==> config.mk <==
export PLATFORM = sky130hd
export DESIGN_NAME = puvt_ram
export DESIGN_NICKNAME = d
export VERILOG_FILES = /design/src/hdl/puvt_ram.sv
export SDC_FILE = /design/constraint.sdc
export NUM_CORES = 2
export LEC_CHECK = 0
export BUFFER_PORTS_ARGS = -buffer_cell sky130_fd_sc_hd__buf_2
export CAP_MARGIN = 15
export CORE_UTILIZATION = 48
export DETAILED_ROUTE_END_ITERATION = 8
export GPL_TIMING_DRIVEN = 1
export PLACE_DENSITY_LB_ADDON = 0.25
export SLEW_MARGIN = 5
export SYNTH_ARGS = -nofsm -noshare
export SYNTH_HDL_FRONTEND = slang
export SYNTH_SLANG_ARGS = --single-unit
==> constraint.sdc <==
create_clock -name clk_i -period 3.3 [get_ports clk_i]
set_clock_uncertainty 0.2 [all_clocks]
set_input_delay 0.165 -clock clk_i [delete_from_list [all_inputs] [get_ports clk_i]]
set_output_delay 0.165 -clock clk_i [all_outputs]
set_load 0.02 [all_outputs]
==> src/hdl/puvt_ram.sv <==
`timescale 1ns / 1ps
// ----------------------------------------------------------------------------
// Generic single-port RAM
// One write or read per cycle; read data is registered.
// ----------------------------------------------------------------------------
module puvt_ram #(
  parameter int WIDTH = 8,
  parameter int DEPTH = 256
) (
  input  logic                     clk_i,
  input  logic                     we_i,
  input  logic [$clog2(DEPTH)-1:0] addr_i,
  input  logic [WIDTH-1:0]         wdata_i,
  output logic [WIDTH-1:0]         rdata_o
);

  logic [WIDTH-1:0] mem_q [DEPTH];

  // Write port and registered read port.
  always_ff @(posedge clk_i) begin
    if (we_i) begin
      mem_q[addr_i] <= wdata_i;
    end
    rdata_o <= mem_q[addr_i];
  end

endmodule

==> key figures <==
Power
  – Total power: 53.5 mW
  – Sequential Power Share: 53.9%
  – Pwr dens: 587 mW/mm2
  – Psw: 11.3 mW
  – Internal: 42.2 mW
  – Comb power frac: 4.9%
  – Clk pwr share: 41.3%
  – Worst-case vdd ir drop: 0.000490 V
  – Leakage Power: 28.7 nW
  – Sw frac: 21.2%

Clock network
  – Postcts setup bufs: 0
  – Post-CTS Resized: 0
  – CTS tree: done
  – CTS Sinks: 2056
  – TritonCTS Buffers: 201
  – Hold_buf cts: 14
  – CTS clock-pin slew for the worst setup and hold paths: 0.06 ns
  – # H-tree levels: 4
  – Worst skew pair latency: 0.84 ns
  – Root Buffer: clkbuf_16
  – Worst-case clock buffer depth: 3

Placed design
  – Placer Congestion: 0.825
  – Placed Cells incl. Taps: 6025
  – PortBufs: 25
  – Post-DP HPWL: 118 mm

Hold path
  – Hold path depth: 4
  – Hold Path Class: primary input to register

Detailed routing
  – First-pass DRT Iterations: 6
  – Number of remaining DRC errors: 0
  – Via density: 6.04
  – Antenna-violating nets left: 0
  – Vias: 38700
  – Wirelength per Cell: 30.0 um
  – DRT iter0 DRCs: 4440
  – Wirelength, routed: 192 mm

Global route
  – Vias in the first global route: 39300
  – Remaining Overflow, GRT: 0
  – Gr usage total: 23.6%
  – Wire length of the first global-routing pass: 276 mm
  – Pin count of the biggest net entering global routing: 126
  – Initial antenna violation count: 4

Final layout
  – Seq. cell area: 0.0617 mm2
  – Fraction of layout cells with a size suffix above 1: 31.4%
  – Final non-filler cell total: 6402
  – Most frequent cells in the layout: edfxtp_1 (2048), mux4_2 (512), buf_4 (460), a22oi_1 (256), nor2_1 (231)
  – Filler instances: 12100
  – Area of the multi-input gates: 0.0158 mm2
  – Final Core Density: 56.2%
  – Area delta synth->final: 16.3%
  – Most common cell after layout, fill and taps aside: edfxtp_1
  – # nets final: 4085

Critical path
  – Peak per-stage delay on the critical path: 0.57 ns
  – Worst R2R Setup Slack: 0.26 ns
  – WS Path Type: register to register
  – CP Capture Type: register
  – Worst R2R Path Depth: 7
  – Startpoint Class: register
  – Critical-path top delay cell: dlygate4sd3_1
  – Maximum fanout along the worst path: 1
  – Worst path cell trace: mux4_2 -> a22oi_1 -> a21oi_1 -> o41ai_1 -> buf_4 -> nand4_1 -> dlygate4sd3_1
  – Top delay family on crit path: compound AO/OA/AOI/OAI gates
  – WP data arrival: 3.55 ns
  – CP Data Required Time: 3.81 ns
  – Critical path depth: 7
  – Crit path buffers/inverters: 2

Die
  – CORE AREA: 0.163 mm2
  – Die Y: 406 um
  – Initial Util: 48.3%
  – # IOs: 26
  – Die area: 0.165 mm2
  – Die span in x: 406 um
  – Rows: 148

Logic synthesis
  – Synth Area in Adders: 0%
  – Flops & latches, synth: 2056
  – Net Count, Synth: 3565
  – Yosys warnings: 0
  – Largest family of logic cells by synthesized area: multiplexers
  – Share of the yosys chip area belonging to registers: 78.6%
  – Syn_area_per_cell: 22.1 um2
  – Post-synthesis compound-gate area fraction: 3.62%
  – Multiplexer area fraction after synthesis: 14.7%
  – Simple-gate share of the synthesized area: 1.73%
  – Netlist Area Pre-Place: 0.0785 mm2
  – Netlist cell types: 22
  – XOR/XNOR Fraction of Synth Area: 0%
  – Synthesized instance count: 3547

Timing
  – Final hold vios: 0
  – Crit share post-route: 92.2%
  – Unrepaired setup endpoints after global routing: no
  – Final Setup Violations: 0
  – Fin crit period: 3.04 ns
  – Slew Limit Fails: 0
  – Fin Hold WS: 0.0882 ns
  – Fmax: 329 MHz
  – Worst rel slew slack: 29.9%
  – Worst Tran Pin Value: 1.04 ns
  – Setup TNS: 0 ns

Outcome
  – Status: completed

Flow run
  – Max Cap Viol: 0
routing by layer:
layer | global-route usage, % | vias to the layer above | wire length (um) | share of wire (%)
li1 | - | 16100 | - | -
met1 | 33.2 | 20500 | 77400 | 40
met2 | 36.4 | 1764 | 90700 | 47
met3 | 6.06 | 331 | 18300 | 9.5
met4 | 7.69 | 6 | 5940 | 3.1
met5 | 0 | - | 33 | 0.017
cells in the mapped netlist:
library cell | n | share of area (%)
nand2_1 | 28 | 0.13
buf_2 | 36 | 0.23
buf_4 | 16 | 0.15
edfxtp_1 | 2048 | 78
nor3_1 | 30 | 0.19
nand3_1 | 13 | 0.083
mux4_2 | 512 | 15
nor2b_1 | 7 | 0.056
buf_6 | 16 | 0.23
nand2b_1 | 6 | 0.048
or2_2 | 2 | 0.016
o41ai_1 | 32 | 0.36
nand4_1 | 8 | 0.064
a21oi_1 | 128 | 0.82
inv_1 | 1 | 0.0048
and2_1 | 3 | 0.024
a22oi_1 | 256 | 2.4
buf_1 | 19 | 0.091
clkbuf_1 | 145 | 0.69
or3_1 | 1 | 0.0080
dfxtp_1 | 8 | 0.20
nor2_1 | 232 | 1.1
tightest hold or removal path: stages:
cell and delay [ns]:
buf_2 0.17, nor2b_4 0.23, nand2_1 0.20, nor2_1 0.15
flip-flops by register name, summed over array words and instances (netlist names):
signal,cells
mem_q,2048
rdata_o,8
logic make-up after synthesis:
group / after synthesis
buffers and inverters: 233
multiplexers: 512
AND/OR/NAND/NOR: 330
AO/OA/AOI/OAI: 416
flip-flops: 2056
metrics by stage:
step	cell area [um2]	setup slack (ns)
after floorplan	78500	0.716
after global placement	84800	-0.248
after detailed placement	84800	-0.305
after CTS	91300	0.306
after global routing	91300	0.206
final	91300	0.258
power by group through the flow:
stage | clock network (mW) | registers (mW) | logic (mW)
floorplan | 0 | 29.4 | 1.28
global placement | 0 | 29.4 | 2.58
detailed placement | 0 | 29.4 | 2.61
CTS | 22.5 | 28.8 | 2.63
global route | 23.4 | 28.8 | 2.75
finish | 22.1 | 28.8 | 2.61
layout make-up:
class                           count  area share (%)
Sequential cell                  2056            67.5
Tap cell                         2175            2.98
Multi-Input combinational cell   1258            17.3
Timing Repair Buffer              549            5.28
Inverter                            1         0.00411
Antenna cell                        1         0.00274
Clock inverter                    110            1.08
Clock buffer                      252            5.84
worst paths after layout:
kind | start | end
setup / recovery | mem_q[91][0]$_DFFE_PP_ | rdata_o[0]$_DFF_P_
hold / removal | addr_i[2] | mem_q[148][0]$_DFFE_PP_
setup reg to reg | mem_q[91][0]$_DFFE_PP_ | rdata_o[0]$_DFF_P_
hold reg to reg | mem_q[19][7]$_DFFE_PP_ | rdata_o[7]$_DFF_P_
No activity file was read; power rests on OpenSTA's default activity.
